[config.mk]
export PLATFORM = sky130hd
export DESIGN_NAME = first_fit_region_allocator
export DESIGN_NICKNAME = d
export VERILOG_FILES = /design/src/sv/ffra_pkg.sv /design/src/sv/first_fit_region_allocator.sv /design/src/sv/ffra_ram.sv /design/src/sv/ffra_engine.sv
export SDC_FILE = /design/constraint.sdc
export NUM_CORES = 2
export LEC_CHECK = 0
export ABC_AREA = 1
export BUFFER_PORTS_ARGS = -buffer_cell sky130_fd_sc_hd__buf_4
export CELL_PAD_IN_SITES_DETAIL_PLACEMENT = 0
export CELL_PAD_IN_SITES_GLOBAL_PLACEMENT = 1
export CORE_ASPECT_RATIO = 1.1
export CORE_UTILIZATION = 51
export DETAILED_ROUTE_END_ITERATION = 8
export PLACE_DENSITY = 0.88
export REMOVE_ABC_BUFFERS = 1
export SETUP_SLACK_MARGIN = 0.2
export SYNTH_ARGS = -nofsm -noshare
export SYNTH_HDL_FRONTEND = slang
export SYNTH_SLANG_ARGS = --single-unit
[constraint.sdc]
create_clock -name i_clk -period 8.8 [get_ports i_clk]
set_clock_uncertainty 0.05 [all_clocks]
set_input_delay 1.76 -clock i_clk [delete_from_list [all_inputs] [get_ports i_clk]]
set_output_delay 1.76 -clock i_clk [all_outputs]
set_load 0.02 [all_outputs]
[src/sv/ffra_pkg.sv]
// Shared types and constants for the first-fit region allocator.
// No dependencies; the top level and the engine import this package.
`timescale 1ns / 1ps

package ffra_pkg;

    // Region table depth and the index and counter widths that follow from it
    localparam int MAX_REGIONS = 16;
    localparam int IDX_W       = (MAX_REGIONS > 1) ? $clog2(MAX_REGIONS) : 1;
    localparam int CNT_W       = $clog2(MAX_REGIONS + 1);

    localparam logic [CNT_W-1:0] N_CNT = CNT_W'(MAX_REGIONS);

    // First address past the 32-bit address space
    localparam logic [32:0] ADDR_TOP = 33'h1_0000_0000;

    // Request kinds
    localparam logic ACT_ALLOC = 1'b0;
    localparam logic ACT_FREE  = 1'b1;

    // Configuration register indexes
    localparam logic REG_POOL_BASE   = 1'b0;
    localparam logic REG_POOL_LENGTH = 1'b1;

    typedef struct packed {
        logic [31:0] pool_base;
        logic [31:0] pool_length;
    } t_cfg;

    typedef struct packed {
        logic        action;
        logic [31:0] request_size;
        logic [31:0] request_address;
    } t_req;

    typedef struct packed {
        logic        success;
        logic [31:0] granted_address;
    } t_rsp;

    typedef enum logic [3:0] {
        ST_IDLE,
        ST_PREP,
        ST_CHECK,
        ST_SCAN,
        ST_CAND_RD,
        ST_CAND_EVAL,
        ST_CAND_CHK,
        ST_COMMIT,
        ST_FSCAN,
        ST_DONE
    } t_state;

endpackage

[src/sv/first_fit_region_allocator.sv]
// First-fit region allocator top level: APB config registers, stream ports,
// output register. Depends on ffra_pkg and ffra_engine.
//
//  Channel  Dir  Handshake             Contents
//  s_axis   in   tvalid/tready         tuser: action; tdata: request_size, request_address
//  m_axis   out  tvalid/tready         tuser: success; tdata: granted_address
//  apb      in   psel/penable/pready   pool_base at 0x0, pool_length at 0x4
//
// An allocate checks candidate starts, the pool start and the held region ends that pass
// the pool and best-so-far filter; each overlap scan reads the table RAM one entry per
// cycle into one comparator. s_axis_tready is high only while the sequencer is idle.
// Reset clears the valid bits at once. A stalled m_axis holds the result while the next
// item is already worked on.
`timescale 1ns / 1ps

module first_fit_region_allocator (
    input  logic        i_clk,
    input  logic        i_rst_n,
    // stream input
    input  logic        s_axis_tvalid,
    output logic        s_axis_tready,
    input  logic [63:0] s_axis_tdata,   // [31:0] request_size, [63:32] request_address
    input  logic        s_axis_tuser,   // [0] action
    // stream output
    output logic        m_axis_tvalid,
    input  logic        m_axis_tready,
    output logic [31:0] m_axis_tdata,   // [31:0] granted_address
    output logic        m_axis_tuser,   // [0] success
    // configuration
    input  logic        psel,
    input  logic        penable,
    input  logic        pwrite,
    input  logic [2:0]  paddr,
    input  logic [31:0] pwdata,
    output logic [31:0] prdata,
    output logic        pready
);

    import ffra_pkg::*;

    t_cfg r_cfg, n_cfg;
    t_req req;
    t_rsp rsp;
    t_rsp r_out, n_out;
    logic r_out_vld, n_out_vld;
    logic rsp_valid, rsp_ready, cfg_wr;

    // Configuration registers
    assign pready = 1'b1;
    assign cfg_wr = psel && penable && pwrite;

    always_comb begin
        n_cfg = r_cfg;
        if (cfg_wr) begin
            case (paddr[2])
                REG_POOL_BASE:   n_cfg.pool_base   = pwdata;
                REG_POOL_LENGTH: n_cfg.pool_length = pwdata;
                default:         n_cfg = r_cfg;
            endcase
        end
    end

    always_comb begin
        case (paddr[2])
            REG_POOL_BASE:   prdata = r_cfg.pool_base;
            REG_POOL_LENGTH: prdata = r_cfg.pool_length;
            default:         prdata = '0;
        endcase
    end

    always_ff @(posedge i_clk) begin
        if (!i_rst_n) begin
            r_cfg <= '0;
        end else begin
            r_cfg <= n_cfg;
        end
    end

    // Request unpack
    assign req = '{action:          s_axis_tuser,
                   request_size:    s_axis_tdata[31:0],
                   request_address: s_axis_tdata[63:32]};

    ffra_engine u_engine (
        .i_clk       (i_clk),
        .i_rst_n     (i_rst_n),
        .i_cfg       (r_cfg),
        .i_req_valid (s_axis_tvalid),
        .o_req_ready (s_axis_tready),
        .i_req       (req),
        .o_rsp_valid (rsp_valid),
        .i_rsp_ready (rsp_ready),
        .o_rsp       (rsp)
    );

    // Output register
    assign rsp_ready = !r_out_vld || m_axis_tready;
    assign n_out_vld = (rsp_valid && rsp_ready) || (r_out_vld && !m_axis_tready);
    assign n_out     = (rsp_valid && rsp_ready) ? rsp : r_out;

    always_ff @(posedge i_clk) begin
        if (!i_rst_n) begin
            r_out_vld <= 1'b0;
        end else begin
            r_out_vld <= n_out_vld;
        end
    end

    always_ff @(posedge i_clk) begin
        r_out <= n_out;
    end

    assign m_axis_tvalid = r_out_vld;
    assign m_axis_tdata  = r_out.granted_address;
    assign m_axis_tuser  = r_out.success;

endmodule

[src/sv/ffra_ram.sv]
// Generic single-write, single-read RAM with registered read data.
// No dependencies.
`timescale 1ns / 1ps

module ffra_ram #(
    parameter int WIDTH = 64,
    parameter int DEPTH = 16,
    parameter int AW    = (DEPTH > 1) ? $clog2(DEPTH) : 1
) (
    input  logic             i_clk,
    input  logic             i_we,
    input  logic [AW-1:0]    i_waddr,
    input  logic [WIDTH-1:0] i_wdata,
    input  logic [AW-1:0]    i_raddr,
    output logic [WIDTH-1:0] o_rdata
);

    logic [WIDTH-1:0] r_mem [DEPTH];
    logic [WIDTH-1:0] r_rdata;

    // Write port and registered read port
    always_ff @(posedge i_clk) begin
        if (i_we) begin
            r_mem[i_waddr] <= i_wdata;
        end
        r_rdata <= r_mem[i_raddr];
    end

    assign o_rdata = r_rdata;

endmodule

[src/sv/ffra_engine.sv]
// Allocation engine: region table (RAM plus valid bits) and the sequencer
// that runs the first-fit search and the free lookup. Depends on ffra_pkg, ffra_ram.
`timescale 1ns / 1ps

module ffra_engine (
    input  logic          i_clk,
    input  logic          i_rst_n,
    input  ffra_pkg::t_cfg i_cfg,
    input  logic          i_req_valid,
    output logic          o_req_ready,
    input  ffra_pkg::t_req i_req,
    output logic          o_rsp_valid,
    input  logic          i_rsp_ready,
    output ffra_pkg::t_rsp o_rsp
);

    import ffra_pkg::*;

    t_state                 r_state, n_state;
    t_req                   r_req, n_req;
    t_rsp                   r_rsp, n_rsp;
    logic [32:0]            r_lo, n_lo;
    logic [32:0]            r_hi, n_hi;
    logic [32:0]            r_hms, n_hms;
    logic [32:0]            r_pos, n_pos;
    logic [32:0]            r_pos_end, n_pos_end;
    logic [32:0]            r_best, n_best;
    logic                   r_found, n_found;
    logic                   r_cand_pool, n_cand_pool;
    logic [IDX_W-1:0]       r_slot, n_slot;
    logic [CNT_W-1:0]       r_j, n_j;
    logic [CNT_W-1:0]       r_k, n_k;
    logic                   r_rd_vld, n_rd_vld;
    logic [IDX_W-1:0]       r_rd_idx, n_rd_idx;
    logic [MAX_REGIONS-1:0] r_valid, n_valid;

    logic             ram_we;
    logic [IDX_W-1:0] ram_waddr;
    logic [63:0]      ram_wdata;
    logic [IDX_W-1:0] ram_raddr;
    logic [63:0]      ram_rdata;

    logic [32:0]      rs, re, size33, pool_sum, room;
    logic             issue, hit, match, full, cand_ok;
    logic [IDX_W-1:0] free_slot;

    // Region table: start in the low word, length in the high word
    ffra_ram #(
        .WIDTH (64),
        .DEPTH (MAX_REGIONS)
    ) u_table (
        .i_clk   (i_clk),
        .i_we    (ram_we),
        .i_waddr (ram_waddr),
        .i_wdata (ram_wdata),
        .i_raddr (ram_raddr),
        .o_rdata (ram_rdata)
    );

    // Lowest free slot
    always_comb begin
        free_slot = '0;
        for (int i = MAX_REGIONS - 1; i >= 0; i--) begin
            if (!r_valid[i]) begin
                free_slot = IDX_W'(i);
            end
        end
    end

    assign full = &r_valid;

    // Shared compare unit: entry under scan against the current span
    assign rs     = {1'b0, ram_rdata[31:0]};
    assign re     = rs + {1'b0, ram_rdata[63:32]};
    assign size33 = {1'b0, r_req.request_size};
    assign issue  = (r_k < N_CNT);
    assign hit    = r_rd_vld && r_valid[r_rd_idx] && (r_pos < re) && (rs < r_pos_end);
    assign match  = r_rd_vld && r_valid[r_rd_idx]
                    && (ram_rdata[31:0] == r_req.request_address);

    assign pool_sum = {1'b0, i_cfg.pool_base} + {1'b0, i_cfg.pool_length};
    assign room     = r_hi - r_lo;
    assign cand_ok  = (r_pos >= r_lo) && (r_pos <= r_hms)
                      && !(r_found && (r_pos >= r_best));

    // Sequencer: next state and outputs
    always_comb begin
        n_state     = r_state;
        n_req       = r_req;
        n_rsp       = r_rsp;
        n_lo        = r_lo;
        n_hi        = r_hi;
        n_hms       = r_hms;
        n_pos       = r_pos;
        n_pos_end   = r_pos_end;
        n_best      = r_best;
        n_found     = r_found;
        n_cand_pool = r_cand_pool;
        n_slot      = r_slot;
        n_j         = r_j;
        n_k         = r_k;
        n_rd_vld    = 1'b0;
        n_rd_idx    = r_rd_idx;
        n_valid     = r_valid;
        ram_we      = 1'b0;
        ram_waddr   = r_slot;
        ram_wdata   = {r_req.request_size, r_best[31:0]};
        ram_raddr   = r_k[IDX_W-1:0];
        o_req_ready = 1'b0;
        o_rsp_valid = 1'b0;

        case (r_state)
            ST_IDLE: begin
                o_req_ready = 1'b1;
                if (i_req_valid) begin
                    n_req = i_req;
                    n_k   = '0;
                    n_state = (i_req.action == ACT_ALLOC) ? ST_PREP : ST_FSCAN;
                end
            end

            // Usable pool, cut at the top of the address space
            ST_PREP: begin
                n_lo    = {1'b0, i_cfg.pool_base};
                n_hi    = (pool_sum > ADDR_TOP) ? ADDR_TOP : pool_sum;
                n_slot  = free_slot;
                n_state = ST_CHECK;
            end

            // Early rejects, then try the pool start as first candidate
            ST_CHECK: begin
                if ((r_req.request_size == '0) || (size33 > room) || full) begin
                    n_rsp   = '{success: 1'b0, granted_address: '0};
                    n_state = ST_DONE;
                end else begin
                    n_hms       = r_hi - size33;
                    n_pos       = r_lo;
                    n_pos_end   = r_lo + size33;
                    n_found     = 1'b0;
                    n_cand_pool = 1'b1;
                    n_j         = '0;
                    n_k         = '0;
                    n_state     = ST_SCAN;
                end
            end

            // Overlap scan, one entry per cycle, each entry read in the cycle before its compare
            ST_SCAN: begin
                if (issue) begin
                    n_k      = r_k + 1'b1;
                    n_rd_vld = 1'b1;
                    n_rd_idx = r_k[IDX_W-1:0];
                end
                if (hit) begin
                    n_rd_vld = 1'b0;
                    n_state  = ST_CAND_RD;
                end else if (!issue && !r_rd_vld) begin
                    n_found = 1'b1;
                    n_best  = r_pos;
                    // nothing can beat the pool start
                    n_state = r_cand_pool ? ST_COMMIT : ST_CAND_RD;
                end
            end

            // Next held region whose end is a candidate
            ST_CAND_RD: begin
                n_cand_pool = 1'b0;
                ram_raddr   = r_j[IDX_W-1:0];
                if (r_j == N_CNT) begin
                    if (r_found) begin
                        n_state = ST_COMMIT;
                    end else begin
                        n_rsp   = '{success: 1'b0, granted_address: '0};
                        n_state = ST_DONE;
                    end
                end else begin
                    n_j = r_j + 1'b1;
                    if (r_valid[r_j[IDX_W-1:0]]) begin
                        n_state = ST_CAND_EVAL;
                    end
                end
            end

            ST_CAND_EVAL: begin
                n_pos   = re;
                n_state = ST_CAND_CHK;
            end

            // Candidate must lie in the pool and improve on the best so far
            ST_CAND_CHK: begin
                n_pos_end = r_pos + size33;
                n_k       = '0;
                n_state   = cand_ok ? ST_SCAN : ST_CAND_RD;
            end

            ST_COMMIT: begin
                ram_we          = 1'b1;
                n_valid[r_slot] = 1'b1;
                n_rsp           = '{success: 1'b1, granted_address: r_best[31:0]};
                n_state         = ST_DONE;
            end

            // Free: first held region that starts at the address
            ST_FSCAN: begin
                if (issue) begin
                    n_k      = r_k + 1'b1;
                    n_rd_vld = 1'b1;
                    n_rd_idx = r_k[IDX_W-1:0];
                end
                if (match) begin
                    n_rd_vld          = 1'b0;
                    n_valid[r_rd_idx] = 1'b0;
                    n_rsp             = '{success: 1'b1, granted_address: '0};
                    n_state           = ST_DONE;
                end else if (!issue && !r_rd_vld) begin
                    n_rsp   = '{success: 1'b0, granted_address: '0};
                    n_state = ST_DONE;
                end
            end

            ST_DONE: begin
                o_rsp_valid = 1'b1;
                if (i_rsp_ready) begin
                    n_state = ST_IDLE;
                end
            end

            default: begin
                n_state = ST_IDLE;
            end
        endcase
    end

    // State register
    always_ff @(posedge i_clk) begin
        if (!i_rst_n) begin
            r_state  <= ST_IDLE;
            r_valid  <= '0;
            r_rd_vld <= 1'b0;
        end else begin
            r_state  <= n_state;
            r_valid  <= n_valid;
            r_rd_vld <= n_rd_vld;
        end
    end

    // Working registers
    always_ff @(posedge i_clk) begin
        r_req       <= n_req;
        r_rsp       <= n_rsp;
        r_lo        <= n_lo;
        r_hi        <= n_hi;
        r_hms       <= n_hms;
        r_pos       <= n_pos;
        r_pos_end   <= n_pos_end;
        r_best      <= n_best;
        r_found     <= n_found;
        r_cand_pool <= n_cand_pool;
        r_slot      <= n_slot;
        r_j         <= n_j;
        r_k         <= n_k;
        r_rd_idx    <= n_rd_idx;
    end

    assign o_rsp = r_rsp;

    // The slot being filled is free
    a_commit_free_slot: assert property (@(posedge i_clk) disable iff (!i_rst_n)
        (r_state == ST_COMMIT) |-> !r_valid[r_slot])
        else $error("commit into a held slot");

    // A granted region lies inside the usable pool
    a_grant_in_pool: assert property (@(posedge i_clk) disable iff (!i_rst_n)
        (r_state == ST_COMMIT) |-> ((r_best >= r_lo) && (r_best + size33 <= r_hi)))
        else $error("granted region outside pool");

    // Pending table reads only occur during a scan
    a_read_in_scan: assert property (@(posedge i_clk) disable iff (!i_rst_n)
        r_rd_vld |-> ((r_state == ST_SCAN) || (r_state == ST_FSCAN)))
        else $error("table read pending outside a scan");

    // A successful free releases exactly one region
    a_free_one: assert property (@(posedge i_clk) disable iff (!i_rst_n)
        (r_state == ST_FSCAN && match)
        |=> ($countones(r_valid) + 1 == $countones($past(r_valid))))
        else $error("free did not release exactly one region");

    // Reset empties the table
    a_reset_empty: assert property (@(posedge i_clk)
        !i_rst_n |=> (r_valid == '0))
        else $error("table not empty after reset");

endmodule
==> results.json <==
{
  "finalCriticalPeriod_ps": 5909,
  "synth_edf_count": 1371,
  "n_fill_cell": 11290,
  "hold_path_class": "flip-flop to flip-flop",
  "power_mw": 25.92,
  "netlist_instances": 6724,
  "grt_pass1_vias": 49360,
  "startpoint_type": "flip-flop",
  "grt_util_met2_pct": 46.91,
  "cts_setup_buffers": 0,
  "cp_max_fo": 33,
  "synth_warnings": 0,
  "rsz0062_at_grt": "false",
  "irDropWorstVdd_uv": 257.2,
  "top_usage_layer": "met2",
  "synth_top_area_share_pct": 57.58,
  "postRouteAntennaNets": 0,
  "finalHoldViolations": 0,
  "fmax_ghz": 0.1692,
  "yosysMostFrequentCell": "edfxtp_1",
  "worstPathArrival_ps": 6290,
  "synth_top_area_cell": "edfxtp_1",
  "cts_resized": 0,
  "io_buffers": 171,
  "vias": 51410,
  "power_leakage_nw": 30.38,
  "wirelength_mm": 202.2,
  "clock_sinks": 1521,
  "die-area_um2": 141700,
  "setup_viol": 0,
  "tightest_slew_ps": 1290,
  "seq_area_frac_synth_pct": 61.78,
  "die_h_um": 394.7,
  "drive_gt1_share_pct": 7.953,
  "period_share_pct": 67.14,
  "overflow": 0,
  "drtIter0Drc": 5572,
  "cts_tree": "built",
  "clk_pin_slew_worst_paths_ps": 60,
  "startpoint": "u_engine.r_lo[2]",
  "grt_max_degree": 213,
  "postSynthAreaPerCell_um2": 10.63,
  "dp_hpwl_mm": 130.8,
  "start_util_pct": 51.57,
  "grt_first_pass_wirelength_mm": 299.4,
  "core_um2": 138700,
  "drc": 0,
  "cts-htree-levels": 4,
  "r2r_end": "u_engine.o_rsp[1]",
  "routabilityCongestion": 0.9419,
  "cts-root-buf": "clkbuf_16",
  "required_ps": 9180,
  "gr-usage-met1_pct": 37.17,
  "utilization_pct": 57.81,
  "r2r-start": "u_engine.r_lo[2]",
  "powerDensity_nw_per_um2": 323.4,
  "r2r_setup_slack_ps": 2890,
  "grt_usage_pct": 28.16,
  "cts_made_buffers": 155,
  "whs_ps": 372.7,
  "num_rows": 143,
  "cap_violations": 0,
  "nets": 7343,
  "ys_ff_latch": 1521,
  "drtPass1Iterations": 6,
  "synth.cell_area_um2": 71500,
  "status": "finished, final reports clean",
  "area_growth_pct": 12.10,
  "pin_count": 175,
  "die_x_um": 359.0,
  "ctsHoldBuffers": 0,
  "yosysUniqueCellTypes": 55,
  "r2r_cells": 27,
  "cts_buffer_depth": 3,
  "use_met3_pct": 3.922,
  "endpoint": "u_engine.o_rsp[1]",
  "async_reset_ff_share_pct": 0,
  "worstSkewPairLatency_ps": 810,
  "slew_violations": 0,
  "synth_area_leaders": "edfxtp_1 (58%), nor2_1 (6.5%), ha_1 (6.2%)",
  "synth_common_cells": "edfxtp_1 (1,371), nor2_1 (1,233), nand2_1 (811)",
  "synth_ff_type": "edfxtp_1",
  "critPathCaptureType": "flip-flop",
  "crit_type": "flip-flop to flip-flop",
  "via_per_inst": 5.831,
  "relSlewSlack_pct": 14.00,
  "antenna_found_initial": 1,
  "routedWlPerCell_um": 22.93
}
-- report_power, final --
group,switching (mW),internal (mW),leakage (nW)
registers,0.640,8.77,13.7
logic,6.58,3.17,14.2
clock network,2.85,3.90,2.56
total,10.1,15.8,30.4
-- through the flow --
stage          setup slack [ps]  instances  cell area, um2  TNS [ps]
2_1_floorplan             -3125       6458           70380   -195870
3_3_place_gp               2962       8530           74890         0
3_5_place_dp               2948       8530           74890         0
4_1_cts                    2914       8816           80150         0
5_1_grt                    2431       8816           80150         0
6_report                   2891       8817           80160         0
-- registers in the layout (all words and copies together) (netlist names), 33 cells and up --
signal / cells
u_engine.r_pos_end: 33
u_engine.u_table.r_mem: 1024
u_engine.r_hms: 33
u_engine.r_hi: 33
u_engine.o_rsp: 33
u_engine.u_table.o_rdata: 64
u_engine.r_req: 64
u_engine.r_pos: 33
r_cfg: 64
u_engine.r_best: 33
-- worst max-delay path, cell delays in order, from the launching register on --
cell and delay (ps):
edfxtp_1 370, inv_1 190, ha_1 320, a21oi_1 160
nand2_1 100, a21boi_0 320, o21ai_1 180, a21boi_0 600
inv_1 90, nand2_1 80, nand2_1 90, a21boi_1 330
o21ai_0 200, xnor2_1 180, ha_1 310, nand2_1 90
nor4_1 300, nand2_1 90, nand2_1 60, nand2_1 50
nand2_1 60, nand2_1 50, nand2_1 50, nand2_1 70
nand3_1 380, o211ai_1 160, inv_1 80, buf_4 450
-- cell type report --
cell class	count	area (um2)	area share, %
flip-flops and latches	1521	44170	55.11
inverters	497	1884	2.351
clock buffers	203	4357	5.435
multi-input cells	4440	24540	30.61
well taps	1812	2267	2.828
diodes	1	2.502	0.003122
clock inverters	83	907.1	1.132
repair buffers	260	2027	2.529
-- cell usage in the layout (no fill, tap or decap), types with 60 or more instances in the layout --
cell type | netlist | final
nor2_1 | 1233 | 1221
o32ai_1 | 70 | 70
nand3_1 | 99 | 99
a21oi_1 | 314 | 313
o211ai_1 | 105 | 105
buf_4 | 7 | 254
o21ai_1 | 106 | 105
inv_1 | 490 | 489
dfxtp_1 | 150 | 150
nor3_1 | 130 | 128
o221ai_1 | 60 | 60
xor2_1 | 91 | 91
edfxtp_1 | 1371 | 1371
clkbuf_16 | 0 | 161
o21ai_0 | 706 | 704
ha_1 | 356 | 356
xnor2_1 | 72 | 72
nand2_1 | 811 | 811
-- how the worst min path moves through the flow --
stage | cells after the start | startpoint | slack, ps | end
finish | 0 | u_engine.o_rsp[29] | 370 | m_axis_tdata[29]
global route | 0 | u_engine.o_rsp[29] | 370 | m_axis_tdata[29]
CTS | 0 | u_engine.o_rsp[29] | 370 | m_axis_tdata[29]
detailed placement | 0 | u_engine.o_rsp[25] | 360 | m_axis_tdata[25]
global placement | 0 | u_engine.o_rsp[11] | 350 | m_axis_tdata[11]
floorplan | 0 | u_engine.o_rsp[0] | 350 | m_axis_tdata[0]
-- logic make-up (layout without fill, tap and decap cells) --
group,count (synthesis),in the layout,synth area share (%)
AOI/OAI and AO/OA,1533,1533,12.35
xor gates and xnor gates,163,163,1.997
adders and majority gates,361,361,6.370
buffers and inverters,763,1043,4.182
DFF,1521,1521,61.78
other,1,2,0.005245
and+or+nand+nor,2382,2382,13.32
-- layer usage --
layer / share of wire (%) / wire length [um] / vias up
li1: - / - / 24150
met1: 41 / 82500 / 24840
met2: 48 / 96970 / 2049
met3: 7.3 / 14840 / 366
met4: 3.9 / 7898 / 0
met5: 0 / 0 / -
No activity file was read; power rests on OpenSTA's default activity.
